### src/sv/mesh_xy_route_with_broadcast_core_assert.svh
// ----------------------------------------------------------------------------
// Assertion macros for the mesh XY route core
// Both macros sample on clock and are disabled while reset is high.
// ----------------------------------------------------------------------------
`ifndef MESH_XY_ROUTE_WITH_BROADCAST_CORE_ASSERT_SVH
`define MESH_XY_ROUTE_WITH_BROADCAST_CORE_ASSERT_SVH

// same-cycle implication
`define MXYR_ASSERT_NOW(label, ante, cons) \
   label: assert property (@(posedge clock) disable iff (reset) (ante) |-> (cons)) \
      else $error("mxyr assertion failed");

// next-cycle implication
`define MXYR_ASSERT_NEXT(label, ante, cons) \
   label: assert property (@(posedge clock) disable iff (reset) (ante) |=> (cons)) \
      else $error("mxyr assertion failed");

`endif

### src/sv/mxyr_pkg.sv
`timescale 1ns / 1ps
// ----------------------------------------------------------------------------
// mxyr_pkg
// Shared widths, codes and item types of the mesh XY route core.
// ----------------------------------------------------------------------------
package mxyr_pkg;

   localparam int TILE_W           = 12;
   localparam int DIM_W            = 7;
   localparam int PORT_W           = 3;
   localparam int NUM_PORTS        = 5;
   localparam int CSR_IDX_W        = 1;
   localparam int CSR_DATA_W       = 7;
   localparam int MESH_DIM_MAX_DEF = 64;

   localparam logic [DIM_W-1:0] MESH_WIDTH_RST  = 7'd4;
   localparam logic [DIM_W-1:0] MESH_HEIGHT_RST = 7'd4;

   typedef enum logic [PORT_W-1:0] {
      PORT_UP    = 3'd0,
      PORT_DOWN  = 3'd1,
      PORT_LEFT  = 3'd2,
      PORT_RIGHT = 3'd3,
      PORT_SELF  = 3'd4
   } port_type;

   typedef enum logic [CSR_IDX_W-1:0] {
      REG_MESH_WIDTH  = 1'b0,
      REG_MESH_HEIGHT = 1'b1
   } reg_idx_type;

   typedef struct packed {
      logic              mode;
      logic [TILE_W-1:0] current_tile;
      logic [TILE_W-1:0] sender_tile;
      logic [TILE_W-1:0] receiver_tile;
      logic              broadcast;
   } req_item_type;

   typedef struct packed {
      logic [TILE_W-1:0] next_tile;
      logic [PORT_W-1:0] hop_port;
      logic              deliver_local;
      logic              last;
   } rsp_item_type;

   typedef struct packed {
      logic [DIM_W-1:0]  x;
      logic [TILE_W-1:0] y;
   } xy_type;

   typedef struct packed {
      req_item_type item;
      xy_type       cur;
      xy_type       snd;
      xy_type       rcv;
   } route_coord_type;

   typedef struct packed {
      logic [NUM_PORTS-1:0] mask;
      logic                 self_local;
      logic [TILE_W-1:0]    cur;
   } route_dec_type;

endpackage

### src/sv/mxyr_div_pipe.sv
`timescale 1ns / 1ps
`include "mesh_xy_route_with_broadcast_core_assert.svh"
// ----------------------------------------------------------------------------
// mxyr_div_pipe
// Pipelined restoring divider: splits current, sender and receiver tile ids
// into column (remainder) and row (quotient), three quotient bits per stage.
// ----------------------------------------------------------------------------
module mxyr_div_pipe (
   input  logic                          clock,
   input  logic                          reset,
   input  logic                          in_valid,
   output logic                          in_ready,
   input  mxyr_pkg::req_item_type        in_item,
   input  logic [mxyr_pkg::DIM_W-1:0]    mesh_w,
   output logic                          out_valid,
   input  logic                          out_ready,
   output mxyr_pkg::route_coord_type     out_coord
);
   import mxyr_pkg::*;

   localparam int DIV_BITS   = 3;
   localparam int DIV_STAGES = TILE_W / DIV_BITS;

   typedef struct packed {
      logic [DIM_W-1:0]  rem;
      logic [TILE_W-1:0] quo;
   } div_state_type;

   typedef struct packed {
      req_item_type  item;
      div_state_type cur;
      div_state_type snd;
      div_state_type rcv;
   } stage_type;

   function automatic div_state_type div_step(input div_state_type d,
                                              input logic [DIV_BITS-1:0] bits,
                                              input logic [DIM_W-1:0] w);
      div_state_type r;
      logic [DIM_W:0] part;
      r = d;
      for (int i = DIV_BITS - 1; i >= 0; i--) begin
         part = {r.rem, bits[i]};
         if (part >= {1'b0, w}) begin
            part  = part - {1'b0, w};
            r.quo = {r.quo[TILE_W-2:0], 1'b1};
         end else begin
            r.quo = {r.quo[TILE_W-2:0], 1'b0};
         end
         r.rem = part[DIM_W-1:0];
      end
      return r;
   endfunction

   stage_type               st_ff [DIV_STAGES];
   stage_type               st_in [DIV_STAGES];
   stage_type               src   [DIV_STAGES];
   logic [DIV_STAGES-1:0]   v_ff;
   logic [DIV_STAGES-1:0]   src_v;
   logic [DIV_STAGES:0]     rdy;

   assign src[0].item = in_item;
   assign src[0].cur  = '0;
   assign src[0].snd  = '0;
   assign src[0].rcv  = '0;
   assign src_v[0]    = in_valid;
   assign rdy[DIV_STAGES] = out_ready;

   for (genvar s = 0; s < DIV_STAGES; s++) begin : g_stage
      localparam int MSB = TILE_W - 1 - s * DIV_BITS;

      if (s > 0) begin : g_link
         assign src[s]   = st_ff[s-1];
         assign src_v[s] = v_ff[s-1];
      end

      assign rdy[s] = !v_ff[s] || rdy[s+1];

      always_comb begin
         st_in[s].item = src[s].item;
         st_in[s].cur  = div_step(src[s].cur, src[s].item.current_tile[MSB -: DIV_BITS],
                                  mesh_w);
         st_in[s].snd  = div_step(src[s].snd, src[s].item.sender_tile[MSB -: DIV_BITS],
                                  mesh_w);
         st_in[s].rcv  = div_step(src[s].rcv, src[s].item.receiver_tile[MSB -: DIV_BITS],
                                  mesh_w);
      end

      always_ff @(posedge clock) begin
         if (reset) begin
            v_ff[s] <= 1'b0;
         end else if (rdy[s]) begin
            v_ff[s] <= src_v[s];
         end
      end

      always_ff @(posedge clock) begin
         if (rdy[s] && src_v[s]) begin
            st_ff[s] <= st_in[s];
         end
      end
   end

   assign in_ready  = rdy[0];
   assign out_valid = v_ff[DIV_STAGES-1];

   always_comb begin
      out_coord.item  = st_ff[DIV_STAGES-1].item;
      out_coord.cur.x = st_ff[DIV_STAGES-1].cur.rem;
      out_coord.cur.y = st_ff[DIV_STAGES-1].cur.quo;
      out_coord.snd.x = st_ff[DIV_STAGES-1].snd.rem;
      out_coord.snd.y = st_ff[DIV_STAGES-1].snd.quo;
      out_coord.rcv.x = st_ff[DIV_STAGES-1].rcv.rem;
      out_coord.rcv.y = st_ff[DIV_STAGES-1].rcv.quo;
   end

   `MXYR_ASSERT_NEXT(a_div_out_hold, out_valid && !out_ready,
      out_valid && $stable(out_coord))
   `MXYR_ASSERT_NEXT(a_div_enter, in_valid && in_ready, v_ff[0])
   `MXYR_ASSERT_NEXT(a_div_first_hold, v_ff[0] && !rdy[1], v_ff[0] && $stable(st_ff[0]))

endmodule

### src/sv/mxyr_fanout.sv
`timescale 1ns / 1ps
`include "mesh_xy_route_with_broadcast_core_assert.svh"
// ----------------------------------------------------------------------------
// mxyr_fanout
// Serialize the hops of one decision in the order up, down, right, left,
// self, into the output register, one per cycle unless rsp_ready stalls.
// ----------------------------------------------------------------------------
module mxyr_fanout (
   input  logic                         clock,
   input  logic                         reset,
   input  logic                         in_valid,
   output logic                         in_ready,
   input  mxyr_pkg::route_dec_type      in_dec,
   input  logic [mxyr_pkg::DIM_W-1:0]   mesh_w,
   output logic                         rsp_valid,
   input  logic                         rsp_ready,
   output mxyr_pkg::rsp_item_type       rsp_item
);
   import mxyr_pkg::*;

   logic [NUM_PORTS-1:0] pend_ff;
   logic [TILE_W-1:0]    cur_ff;
   logic                 local_ff;
   logic                 busy_ff;
   rsp_item_type         out_ff;
   logic                 out_v_ff;

   port_type             sel_port;
   logic [NUM_PORTS-1:0] rest;
   logic                 is_last;
   logic                 out_load;
   logic                 in_accept;
   logic [TILE_W-1:0]    hop_tile;
   rsp_item_type         emit;

   always_comb begin
      if (pend_ff[PORT_UP]) begin
         sel_port = PORT_UP;
      end else if (pend_ff[PORT_DOWN]) begin
         sel_port = PORT_DOWN;
      end else if (pend_ff[PORT_RIGHT]) begin
         sel_port = PORT_RIGHT;
      end else if (pend_ff[PORT_LEFT]) begin
         sel_port = PORT_LEFT;
      end else begin
         sel_port = PORT_SELF;
      end
   end

   always_comb begin
      case (sel_port)
         PORT_UP:    hop_tile = cur_ff + TILE_W'(mesh_w);
         PORT_DOWN:  hop_tile = cur_ff - TILE_W'(mesh_w);
         PORT_LEFT:  hop_tile = cur_ff - TILE_W'(1);
         PORT_RIGHT: hop_tile = cur_ff + TILE_W'(1);
         default:    hop_tile = cur_ff;
      endcase
   end

   assign rest      = pend_ff & ~(NUM_PORTS'(1) << sel_port);
   assign is_last   = (rest == '0);
   assign out_load  = busy_ff && (!out_v_ff || rsp_ready);
   assign in_ready  = !busy_ff || (out_load && is_last);
   assign in_accept = in_valid && in_ready;

   always_comb begin
      emit.next_tile     = hop_tile;
      emit.hop_port      = PORT_W'(sel_port);
      emit.deliver_local = (sel_port == PORT_SELF) && local_ff;
      emit.last          = is_last;
   end

   always_ff @(posedge clock) begin
      if (reset) begin
         busy_ff  <= 1'b0;
         out_v_ff <= 1'b0;
      end else begin
         if (in_accept) begin
            busy_ff <= 1'b1;
         end else if (out_load && is_last) begin
            busy_ff <= 1'b0;
         end
         if (out_load) begin
            out_v_ff <= 1'b1;
         end else if (rsp_ready) begin
            out_v_ff <= 1'b0;
         end
      end
   end

   always_ff @(posedge clock) begin
      if (in_accept) begin
         pend_ff  <= in_dec.mask;
         cur_ff   <= in_dec.cur;
         local_ff <= in_dec.self_local;
      end else if (out_load) begin
         pend_ff <= rest;
      end
      if (out_load) begin
         out_ff <= emit;
      end
   end

   assign rsp_valid = out_v_ff;
   assign rsp_item  = out_ff;

   `MXYR_ASSERT_NOW(a_fan_busy_pend, busy_ff, pend_ff != '0)
   `MXYR_ASSERT_NOW(a_fan_self_last,
      rsp_valid && rsp_item.hop_port == PORT_W'(PORT_SELF), rsp_item.last)
   `MXYR_ASSERT_NEXT(a_fan_drain, out_load && is_last && !in_accept, !busy_ff)

endmodule

### src/sv/mesh_xy_route_with_broadcast_core.sv
`timescale 1ns / 1ps
`include "mesh_xy_route_with_broadcast_core_assert.svh"
// ----------------------------------------------------------------------------
// mesh_xy_route_with_broadcast_core
// Route computation for one router of a 2D mesh with XY routing and a
// broadcast tree. An item can enter every cycle while req_ready is high;
// injection and unicast items give one result each and flow at one item per
// cycle while rsp_ready does not stall. A broadcast gives one to five results
// (up, down, right, left, self, off-mesh neighbors dropped) and holds the
// fan-out stage until its last result enters the output register; this sets
// the broadcast rate. An item passes four divider stages (three quotient bits
// each) that split tile ids into column and row, a decision stage, a fan-out
// stage and the output register. Width and height clamp to 1..MAX_MESH_DIM.
// ----------------------------------------------------------------------------
module mesh_xy_route_with_broadcast_core #(
   parameter int MAX_MESH_DIM = mxyr_pkg::MESH_DIM_MAX_DEF
) (
   input  logic                              clock,
   input  logic                              reset,
   input  logic                              req_valid,
   output logic                              req_ready,
   input  mxyr_pkg::req_item_type            req_item,
   output logic                              rsp_valid,
   input  logic                              rsp_ready,
   output mxyr_pkg::rsp_item_type            rsp_item,
   input  logic                              csr_write_en,
   input  logic [mxyr_pkg::CSR_IDX_W-1:0]    csr_index,
   input  logic [mxyr_pkg::CSR_DATA_W-1:0]   csr_data
);
   import mxyr_pkg::*;

   function automatic logic [DIM_W-1:0] clamp_dim(input logic [DIM_W-1:0] v);
      if (v == '0) begin
         return DIM_W'(1);
      end else if (int'(v) > MAX_MESH_DIM) begin
         return DIM_W'(MAX_MESH_DIM);
      end else begin
         return v;
      end
   endfunction

   logic [DIM_W-1:0]     width_ff;
   logic [DIM_W-1:0]     height_ff;
   logic [DIM_W-1:0]     mesh_w;
   logic [DIM_W-1:0]     mesh_h;

   logic                 div_valid;
   logic                 div_ready;
   route_coord_type      div_coord;

   route_dec_type        dec_ff;
   route_dec_type        dec_in;
   logic                 dec_v_ff;
   logic                 dec_rdy;
   logic                 fan_ready;

   logic                 up_ok;
   logic                 down_ok;
   logic                 right_ok;
   logic                 left_ok;

   always_ff @(posedge clock) begin
      if (reset) begin
         width_ff  <= MESH_WIDTH_RST;
         height_ff <= MESH_HEIGHT_RST;
      end else if (csr_write_en) begin
         case (reg_idx_type'(csr_index))
            REG_MESH_WIDTH:  width_ff  <= csr_data;
            REG_MESH_HEIGHT: height_ff <= csr_data;
            default: ;
         endcase
      end
   end

   assign mesh_w = clamp_dim(width_ff);
   assign mesh_h = clamp_dim(height_ff);

   mxyr_div_pipe u_div (
      .clock     (clock),
      .reset     (reset),
      .in_valid  (req_valid),
      .in_ready  (req_ready),
      .in_item   (req_item),
      .mesh_w    (mesh_w),
      .out_valid (div_valid),
      .out_ready (dec_rdy),
      .out_coord (div_coord)
   );

   always_comb begin
      up_ok    = (13'(div_coord.cur.y) + 13'd1) < 13'(mesh_h);
      down_ok  = (div_coord.cur.y != '0)
              && ((13'(div_coord.cur.y) - 13'd1) < 13'(mesh_h));
      right_ok = ((8'(div_coord.cur.x) + 8'd1) < 8'(mesh_w))
              && (13'(div_coord.cur.y) < 13'(mesh_h));
      left_ok  = (div_coord.cur.x != '0) && (13'(div_coord.cur.y) < 13'(mesh_h));

      dec_in.cur        = div_coord.item.current_tile;
      dec_in.mask       = '0;
      dec_in.self_local = 1'b1;
      if (!div_coord.item.mode) begin
         dec_in.mask[PORT_SELF] = 1'b1;
         dec_in.self_local      = 1'b0;
      end else if (div_coord.item.broadcast) begin
         dec_in.mask[PORT_UP]    = (div_coord.cur.y >= div_coord.snd.y) && up_ok;
         dec_in.mask[PORT_DOWN]  = (div_coord.cur.y <= div_coord.snd.y) && down_ok;
         dec_in.mask[PORT_RIGHT] = (div_coord.cur.y == div_coord.snd.y)
                                && (div_coord.cur.x >= div_coord.snd.x) && right_ok;
         dec_in.mask[PORT_LEFT]  = (div_coord.cur.y == div_coord.snd.y)
                                && (div_coord.cur.x <= div_coord.snd.x) && left_ok;
         dec_in.mask[PORT_SELF]  = 1'b1;
      end else if (div_coord.cur.x > div_coord.rcv.x) begin
         dec_in.mask[PORT_LEFT] = 1'b1;
      end else if (div_coord.cur.x < div_coord.rcv.x) begin
         dec_in.mask[PORT_RIGHT] = 1'b1;
      end else if (div_coord.cur.y > div_coord.rcv.y) begin
         dec_in.mask[PORT_DOWN] = 1'b1;
      end else if (div_coord.cur.y < div_coord.rcv.y) begin
         dec_in.mask[PORT_UP] = 1'b1;
      end else begin
         dec_in.mask[PORT_SELF] = 1'b1;
      end
   end

   assign dec_rdy = !dec_v_ff || fan_ready;

   always_ff @(posedge clock) begin
      if (reset) begin
         dec_v_ff <= 1'b0;
      end else if (dec_rdy) begin
         dec_v_ff <= div_valid;
      end
   end

   always_ff @(posedge clock) begin
      if (dec_rdy && div_valid) begin
         dec_ff <= dec_in;
      end
   end

   mxyr_fanout u_fanout (
      .clock     (clock),
      .reset     (reset),
      .in_valid  (dec_v_ff),
      .in_ready  (fan_ready),
      .in_dec    (dec_ff),
      .mesh_w    (mesh_w),
      .rsp_valid (rsp_valid),
      .rsp_ready (rsp_ready),
      .rsp_item  (rsp_item)
   );

   `MXYR_ASSERT_NOW(a_dec_mask_set, dec_v_ff, dec_ff.mask != '0)
   `MXYR_ASSERT_NOW(a_dec_inject_self, dec_v_ff && !dec_ff.self_local,
      dec_ff.mask == (NUM_PORTS'(1) << PORT_SELF))
   `MXYR_ASSERT_NEXT(a_csr_width, csr_write_en && csr_index == REG_MESH_WIDTH,
      width_ff == $past(csr_data))

endmodule
### config.mk
export PLATFORM = sky130hd
export DESIGN_NAME = mesh_xy_route_with_broadcast_core
export DESIGN_NICKNAME = d
export VERILOG_FILES = /design/src/sv/mxyr_pkg.sv /design/src/sv/mxyr_div_pipe.sv /design/src/sv/mxyr_fanout.sv /design/src/sv/mesh_xy_route_with_broadcast_core.sv
export VERILOG_INCLUDE_DIRS = /design/src /design/src/sv
export SDC_FILE = /design/constraint.sdc
export NUM_CORES = 1
export LEC_CHECK = 0
export ABC_CLOCK_PERIOD_IN_PS = 8500
export BUFFER_PORTS_ARGS = -buffer_cell sky130_fd_sc_hd__buf_2
export CELL_PAD_IN_SITES_DETAIL_PLACEMENT = 2
export CELL_PAD_IN_SITES_GLOBAL_PLACEMENT = 2
export CORE_MARGIN = 10
export CORE_UTILIZATION = 39
export CTS_CLUSTER_DIAMETER = 100
export DETAILED_ROUTE_END_ITERATION = 16
export GPL_TIMING_DRIVEN = 0
export PLACE_DENSITY_LB_ADDON = 0.1
export SYNTH_ARGS = -nofsm -noshare
export SYNTH_HDL_FRONTEND = slang
export SYNTH_SLANG_ARGS = --single-unit
### constraint.sdc
create_clock -name clock -period 8.5 [get_ports clock]
set_input_delay 1.275 -clock clock [delete_from_list [all_inputs] [get_ports clock]]
set_output_delay 1.275 -clock clock [all_outputs]
set_load 0.005 [all_outputs]
== Word level (Yosys, flattened, before mapping) ==
Memories as Yosys holds them, arrays and structs flattened.
Index checks and enable logic that the tools add are counted.

* Register bits: 74
* RAM bits: 380
* Bits of input ports: 51
* Output and inout port bits: 19
* Word-level logic and storage cells: 276
* Memories: 1

{| class="wikitable"
|+ Memory list
! memory !! depth !! bits a word !! read ports !! clocked after memory_dff !! wr ports !! line !! text
|-
| u_div.st_ff || 4 || 95 || 4 || 0 || 4 || mxyr_div_pipe.sv:55 || <nowiki>stage_type st_ff [DIV_STAGES];</nowiki>
|}

* Add/sub/neg operators: 43
* Order comparisons: 50
* Equality and inequality tests: 5
* Shifts and indexed selects: 1
* Muxes and demuxes: 108
* Bitwise gates (word level): 4
* Reduce and logical (&&, ||, !) cells: 44

{| class="wikitable"
|+ Operators by type and width
! cell !! count
|-
| $mux 7 || 40
|-
| $ge 8x7->1 || 33
|-
| $sub 7x7->7 || 33
|-
| $mux 1 || 57
|-
| $pmux 12 s4 || 1
|-
| $lt 13x7->1 || 2
|-
| $ge 1x7->1 || 3
|-
| $sub 1x7->7 || 3
|-
| $logic_and 1x1->1 || 18
|-
| $gt 7x7->1 const B || 2
|-
| $logic_not 7->1 || 2
|-
| $add 12x1->13 const B || 1
|-
| $sub 12x1->13 const B || 1
|-
| $add 12x1->12 const B || 1
|-
| $add 12x7->12 || 1
|-
| $eq 12x12->1 || 1
|-
| $ge 12x12->1 || 1
|-
| $gt 12x12->1 || 1
|-
| $le 12x12->1 || 1
|-
| $lt 12x12->1 || 1
|-
| $lt 12x7->1 || 1
|-
| $mux 3 || 4
|-
| $reduce_bool 12->1 || 1
|-
| $sub 12x1->12 const B || 1
|-
| other kinds (25) || 45
|}

== Depth between registers and ports, before layout ==
Gate-level depths: netlist of run 1.

* Depth after elaboration: 18
* Gate-level depth with buffers: 31

== Cells and area by module ==
Synthesis of run 1 repeated with hierarchy kept, for this count alone.

* Cell total of the unflattened synthesis: 2558
* Area, all modules: 28068.2 um2

{| class="wikitable"
|+ Modules (own cells, without submodules)
! module !! instances !! cells each !! area an instance (um2) !! seq. area each (um2)
|-
| mxyr_div_pipe || 1 || 1955 || 22469.0 || 9869.5
|-
| mesh_xy_route_with_broadcast_core || 1 || 379 || 3309.4 || 840.8
|-
| mxyr_fanout || 1 || 224 || 2289.7 || 1091.0
|}

== Worst setup path before layout of run 1 ==
No wires, ideal clock.

* Path type: reg2reg
* From: register width_ff[6]
* To: memory u_div.st_ff[3][13] (netlist name), data pin
* Setup time: 0.261 ns
* Data arrival time: 7.686 ns
* Path slack: 0.553 ns
* Cell stages (with the launch flop): 24
* Clock period less this slack: 7.947 ns
* Cell sequence: dfxtp_1 > buf_2 > clkinv_1 > nand2_1 > fa_1 > a211oi_1 > o21ai_1 > a31oi_1 > clkbuf_1 > mux2_2 > ha_1 > nor2b_1 > o31a_1 > o31ai_1 > o311ai_4 > buf_2 > mux2i_1 > ha_1 > nor2b_1 > o31a_1 > o31ai_1 > a21boi_2 > a21oi_1 > a221o_1

{| class="wikitable"
|+ RTL lines
! item !! line !! text
|-
| start, declared || mesh_xy_route_with_broadcast_core.sv:42 || <nowiki>logic [DIM_W-1:0] width_ff;</nowiki>
|-
| start signal, assigned || mesh_xy_route_with_broadcast_core.sv:68 || <nowiki>REG_MESH_WIDTH: width_ff <= csr_data;</nowiki>
|-
| end, declared || mxyr_div_pipe.sv:55 ||
|}

==> results of run 1 <==
-- worst register-to-register path: cells and delay by family (launching register included) --
| kind | cells | cell delay, ns |
|---|---|---|
| compound gates | 10 | 2.88 |
| fa+ha+maj | 4 | 1.39 |
| buf+inv | 6 | 1.06 |
| flops | 1 | 0.41 |
| mux | 3 | 0.91 |
| simple gates | 5 | 1.54 |
-- kinds of logic after synthesis --
kind of cell / after synthesis
multiplexers: 207
buffers and inverters: 260
AND/OR/NAND/NOR: 665
AO/OA/AOI/OAI: 713
flip-flops: 340
XOR/XNOR: 122
adder cells (fa/ha/maj): 350
-- cell usage after synthesis (all sizes together), types with 35 or more instances --
cell      n  area (um2)
a211oi   45         338
a21o     55         413
a21oi   168         841
edfxtp  319        9580
ha      315        3940
inv     225         845
mux2     84         968
mux2i   123        1230
nand2   123         464
nand3    56         293
nor2    189         724
nor2b    74         463
nor3     39         205
o21a     73         548
o21ai   166         831
o31ai    35         263
xnor2    78         683
xor2     44         385
-- final cells by class --
class | count | area [um2]
clock inverters | 33 | 449
clock buffers | 50 | 1140
plain buffers | 34 | 160
multi-input cells | 2059 | 16600
inverters | 226 | 850
flip-flops and latches | 340 | 10000
well taps | 931 | 1160
repair buffers | 126 | 978
fillers | 7202 | 37400
-- sequential cells by signal, indices dropped and copies added (netlist names) --
| register | cells |
|---|---|
| u_fanout.pend_ff | 5 |
| u_div.st_ff | 266 |
| width_ff | 7 |
| u_fanout.rsp_valid | 1 |
| height_ff | 7 |
| u_fanout.busy_ff | 1 |
| u_div.out_valid | 1 |
| u_fanout.local_ff | 1 |
| u_fanout.rsp_item | 17 |
| dec_ff | 18 |
| u_div.src_v | 3 |
| u_fanout.cur_ff | 12 |
| dec_v_ff | 1 |
-- worst paths after layout --
kind / from / endpoint / slack, ns / cells past startpoint
hold reg to reg: u_div.st_ff[0][85] / u_div.st_ff[1][85] / 0.40 / 0
hold / removal: u_div.st_ff[0][85] / u_div.st_ff[1][85] / 0.40 / 0
setup / recovery: width_ff[2] / u_div.st_ff[3][50] / 0.13 / 28
setup reg to reg: width_ff[2] / u_div.st_ff[3][50] / 0.13 / 28
-- layout by cell type, fill, tap and decap left out, drive strengths merged, types with 20 or more instances in the layout --
cell	n
inv	227
xnor2	78
nor3	39
edfxtp	319
fa	34
o21ai	166
nor2b	74
ha	315
clkbuf	69
clkinv	22
a21oi	168
mux2	84
o21a	73
nand2	123
dfxtp	21
a21o	55
a211oi	45
nor2	189
nand3	56
buf	141
o31ai	35
or2	20
and2	24
o211ai	23
nand4	34
mux2i	123
xor2	44
nand2b	34
-- timing repair --
action,4_1_cts,5_1_grt
pin swaps,6,4
gates resized for setup,23,44
hold buffers,0,0
cloned,1,1
setup buffers,13,31
setup endpoints to repair,72,72
-- through the flow --
| step | hold WS (ns) | cells |
|---|---|---|
| final | 0.398 | 3799 |
| after global routing | 0.397 | 3799 |
| after CTS | 0.394 | 3766 |
| after detailed placement | 0.405 | 3669 |
| after global placement | 0.401 | 3655 |
| after floorplan | 0.400 | 2657 |
-- layer usage --
metal	track usage, %	up-vias	wire, um
met4	6.33	0	2420
met1	27.1	11200	40700
li1	-	10300	-
met5	0	-	0
met3	2.46	137	2380
met2	39.3	302	46200
==> out/metrics.cfg, run 1 <==
[worst_setup_path]
cp.arrival_ns=8.80
critPathSlowestCell=or4_4
cp_common_cell=ha_1
worstSetupStartpointType=flip-flop
criticalPathCategory=reg -> reg
end_kind=flip-flop
path_buf_inv=6
crit_fanout=10
required_ns=8.93
crit_family=compound AO/OA/AOI/OAI gates
max_stage_delay_ns=0.70

[place]
globalplace.congestion=0.840
io_buffers=67
dp_hpwl_mm=66.4
dpl_cell_area_mm2=0.0290
post-place-ws_ns=-1.03

[floorplan]
die-area_mm2=0.0806
die_x_um=284
start_util_pct=39.4
core-area_mm2=0.0688
num_io_pins=70
rows=96
die_y_um=284

[detailed_routing]
wl_per_cell_um=24.1
drt-pass1-iter-count=5
route.vias.total=22000
drc=0
vias_per_cell=5.79
ant_nets=0
drt_iter0_markers=904
wirelength_mm=91.6

[cts]
cts_tree=done
cts_made_buffers=45
clock-sinks=340
cts_buffer_depth=3
htreeDepth=2
clock_latency_ns=0.61
path_clk_slew_ns=0.06
cts_root_buf=clkbuf_16

[layout]
drive_above_1_share_pct=14.0
final_util_pct=45.6
syn_to_final_growth_pct=15.6
diodes=0
final_nets=3232
final_area_mm2=0.0314

[yosys]
ys_seq_area_share_pct=36.8
syn-cell-area_mm2=0.0271
synthAdderAreaFrac_pct=17.1
yosys_warnings=0
synth-edff-count=319
avgSynthCellArea_um2=10.2
synthMuxAreaShare_pct=8.10
synth_compound_area_share_pct=17.8
synth_ff_type=edfxtp_1
yosysUniqueCellTypes=86
ys_ff_latch=340
synth_top_family_by_area=compound AO/OA/AOI/OAI gates
async_flop_share_pct=0
synthSimpleGateAreaFrac_pct=12.6
yosys.area_share.xor_xnor_pct=3.94
syn_nets=3057
syn_inst=2657

[grt]
grt_max_degree=40
grt_pass1_vias=24300
grt.total_usage_pct=21.9
grt_pass1_wl_mm=142
grt.overflow.total=0
antenna_found_initial=2

[sta]
post-route-min-period_ns=8.37
worst_pin_slew_ns=1.25
maxSlewViolCount=0
timing.fmax_ghz=0.119
layout_setup_ws_ns=0.127
hold_viol=0
final.setup_skew_ns=0.0287
setup_viol=0
slew_headroom_pct=16.7
fin_tns_setup_ns=0
timing.final.crit_share_pct=98.5
rsz0062_at_grt=yes

[flow_run]
cap_violations=0

[run_status]
status=complete, no violations

[min_path]
hold_class=reg -> reg

Power of run 1 is left out: the tool's default activity adds up to more than one toggle a clock period on the data nets, which glitch-free logic cannot reach.
==> run 2, diff against run 1 <==
--- a/config.mk
+++ b/config.mk
@@ -11,11 +11,14 @@
 export CELL_PAD_IN_SITES_DETAIL_PLACEMENT = 2
 export CELL_PAD_IN_SITES_GLOBAL_PLACEMENT = 2
 export CORE_MARGIN = 10
-export CORE_UTILIZATION = 39
+export CORE_UTILIZATION = 40
 export CTS_CLUSTER_DIAMETER = 100
 export DETAILED_ROUTE_END_ITERATION = 16
 export GPL_TIMING_DRIVEN = 0
 export PLACE_DENSITY_LB_ADDON = 0.1
+export REMOVE_ABC_BUFFERS = 1
+export SKIP_LAST_GASP = 1
 export SYNTH_ARGS = -nofsm -noshare
 export SYNTH_HDL_FRONTEND = slang
+export SYNTH_HIERARCHICAL = 1
 export SYNTH_SLANG_ARGS = --single-unit
==> out/metrics.cfg, run 2 <==
[run_status]
status=complete, no violations

[detailed_routing]
wirelength_mm=81.4
drt-pass1-iter-count=4
ant_nets=0
route.vias.total=20000
wl_per_cell_um=23.2
drt_iter0_markers=889
vias_per_cell=5.72
drc=0

[grt]
grt_pass1_wl_mm=129
grt.overflow.total=0
grt.total_usage_pct=20.8
grt_max_degree=35
grt_pass1_vias=22600
antenna_found_initial=1

[sta]
hold_viol=0
hold_slack_ns=0.417
maxSlewViolCount=0
slew_headroom_pct=26.4
final.setup_skew_ns=0.0171
setup_viol=0
timing.final.crit_share_pct=94.9
timing.fmax_ghz=0.124
fin_tns_setup_ns=0
worst_pin_slew_ns=1.10
post-route-min-period_ns=8.07

[worst_setup_path]
end_kind=flip-flop
criticalPathCategory=reg -> reg
required_ns=8.83
max_stage_delay_ns=0.57
worstSetupStartpointType=flip-flop
crit_family=compound AO/OA/AOI/OAI gates
cp_common_cell=a21oi_1
worst_setup_path_startpoint=width_ff[6]
cp.arrival_ns=8.40
crit_fanout=20
critPathSlowestCell=or3_1
worstReg2RegStart=width_ff[6]
path_buf_inv=7

[cts]
path_clk_slew_ns=0.06
cts_tree=done
cts_made_buffers=42
cts_root_buf=clkbuf_16
cts_hold_buf=0
htreeDepth=2
clock_latency_ns=0.59
cts_buffer_depth=3
clock-sinks=340

[place]
dp_hpwl_mm=60.7
io_buffers=69
dpl_cell_area_mm2=0.0279
dpl.cell_count=3401
globalplace.congestion=0.826

[layout]
largest_register_ffs=266
nFillCells=6710
finalNonFillerCells=3501
syn_to_final_growth_pct=12.8
final_area_mm2=0.0296
final_nets=3010
final_common_cell=edfxtp_1
final_cell_mix=319 x edfxtp_1, 314 x ha_1, 214 x inv_1
top_register=u_div/st_ff
drive_above_1_share_pct=14.1

[floorplan]
rows=93
die_x_um=276
start_util_pct=40.6
die-area_mm2=0.0763
num_io_pins=70
die_y_um=276
core-area_mm2=0.0647

[min_path]
hold_class=reg -> reg
hold_start=u_div/st_ff[0][70]

[yosys]
yosys_warnings=6
avgSynthCellArea_um2=10.5
syn_inst=2498
syn-cell-area_mm2=0.0263

[flow_run]
cap_violations=0

## run 2: worst paths after layout
kind | end | cells past startpoint | slack [ns]
setup / recovery | u_div/st_ff[3][18] | 28 | 0.43
hold / removal | u_div/st_ff[1][70] | 0 | 0.42
setup reg to reg | u_div/st_ff[3][18] | 28 | 0.43
hold reg to reg | u_div/st_ff[1][70] | 0 | 0.42
## run 2: cell type report
class,instances,area [um2],area share [%]
tap,855,1070,3.61
clock inverter,20,256,0.865
timing repair buffer,109,902,3.04
inverter,231,932,3.15
antenna,1,2.50,0.00844
sequential,340,10000,33.8
multi-input combinational,1887,15300,51.5
clock buffer,58,1200,4.06
## run 2: worst reg2reg max path, delay by kind of cell (launching register included)
| kind | cells | cell delay [ns] |
|---|---|---|
| DFF | 1 | 0.56 |
| buffers and inverters | 7 | 1.29 |
| adders and majority gates | 3 | 1.03 |
| and+or+nand+nor | 6 | 1.89 |
| muxes | 2 | 0.71 |
| AOI/OAI and AO/OA | 10 | 2.34 |
## run 2: stage by stage
step	worst slack, ns	util [%]
after CTS	0.0186	45.5
final	0.430	45.8
after global placement	-5.50	42.4
after floorplan	-0.349	-
after detailed placement	-1.20	43.1
after global routing	-0.00412	45.8
## run 2: routing by layer
metal / part of all wire (%) / track usage (%) / vias up
met5: 0 / 0 / -
met4: 2.0 / 5.70 / 0
met3: 2.8 / 2.95 / 94
met2: 51 / 37.5 / 238
met1: 44 / 25.4 / 10100
li1: - / - / 9548
## run 2: timing repair
item | 4_1_cts | 5_1_grt
gates resized for setup | 13 | 14
pin swaps | 0 | 4
setup endpoints to repair | 72 | 67
buffers inserted | 2 | 18
Power of run 2 is left out for the same reason.
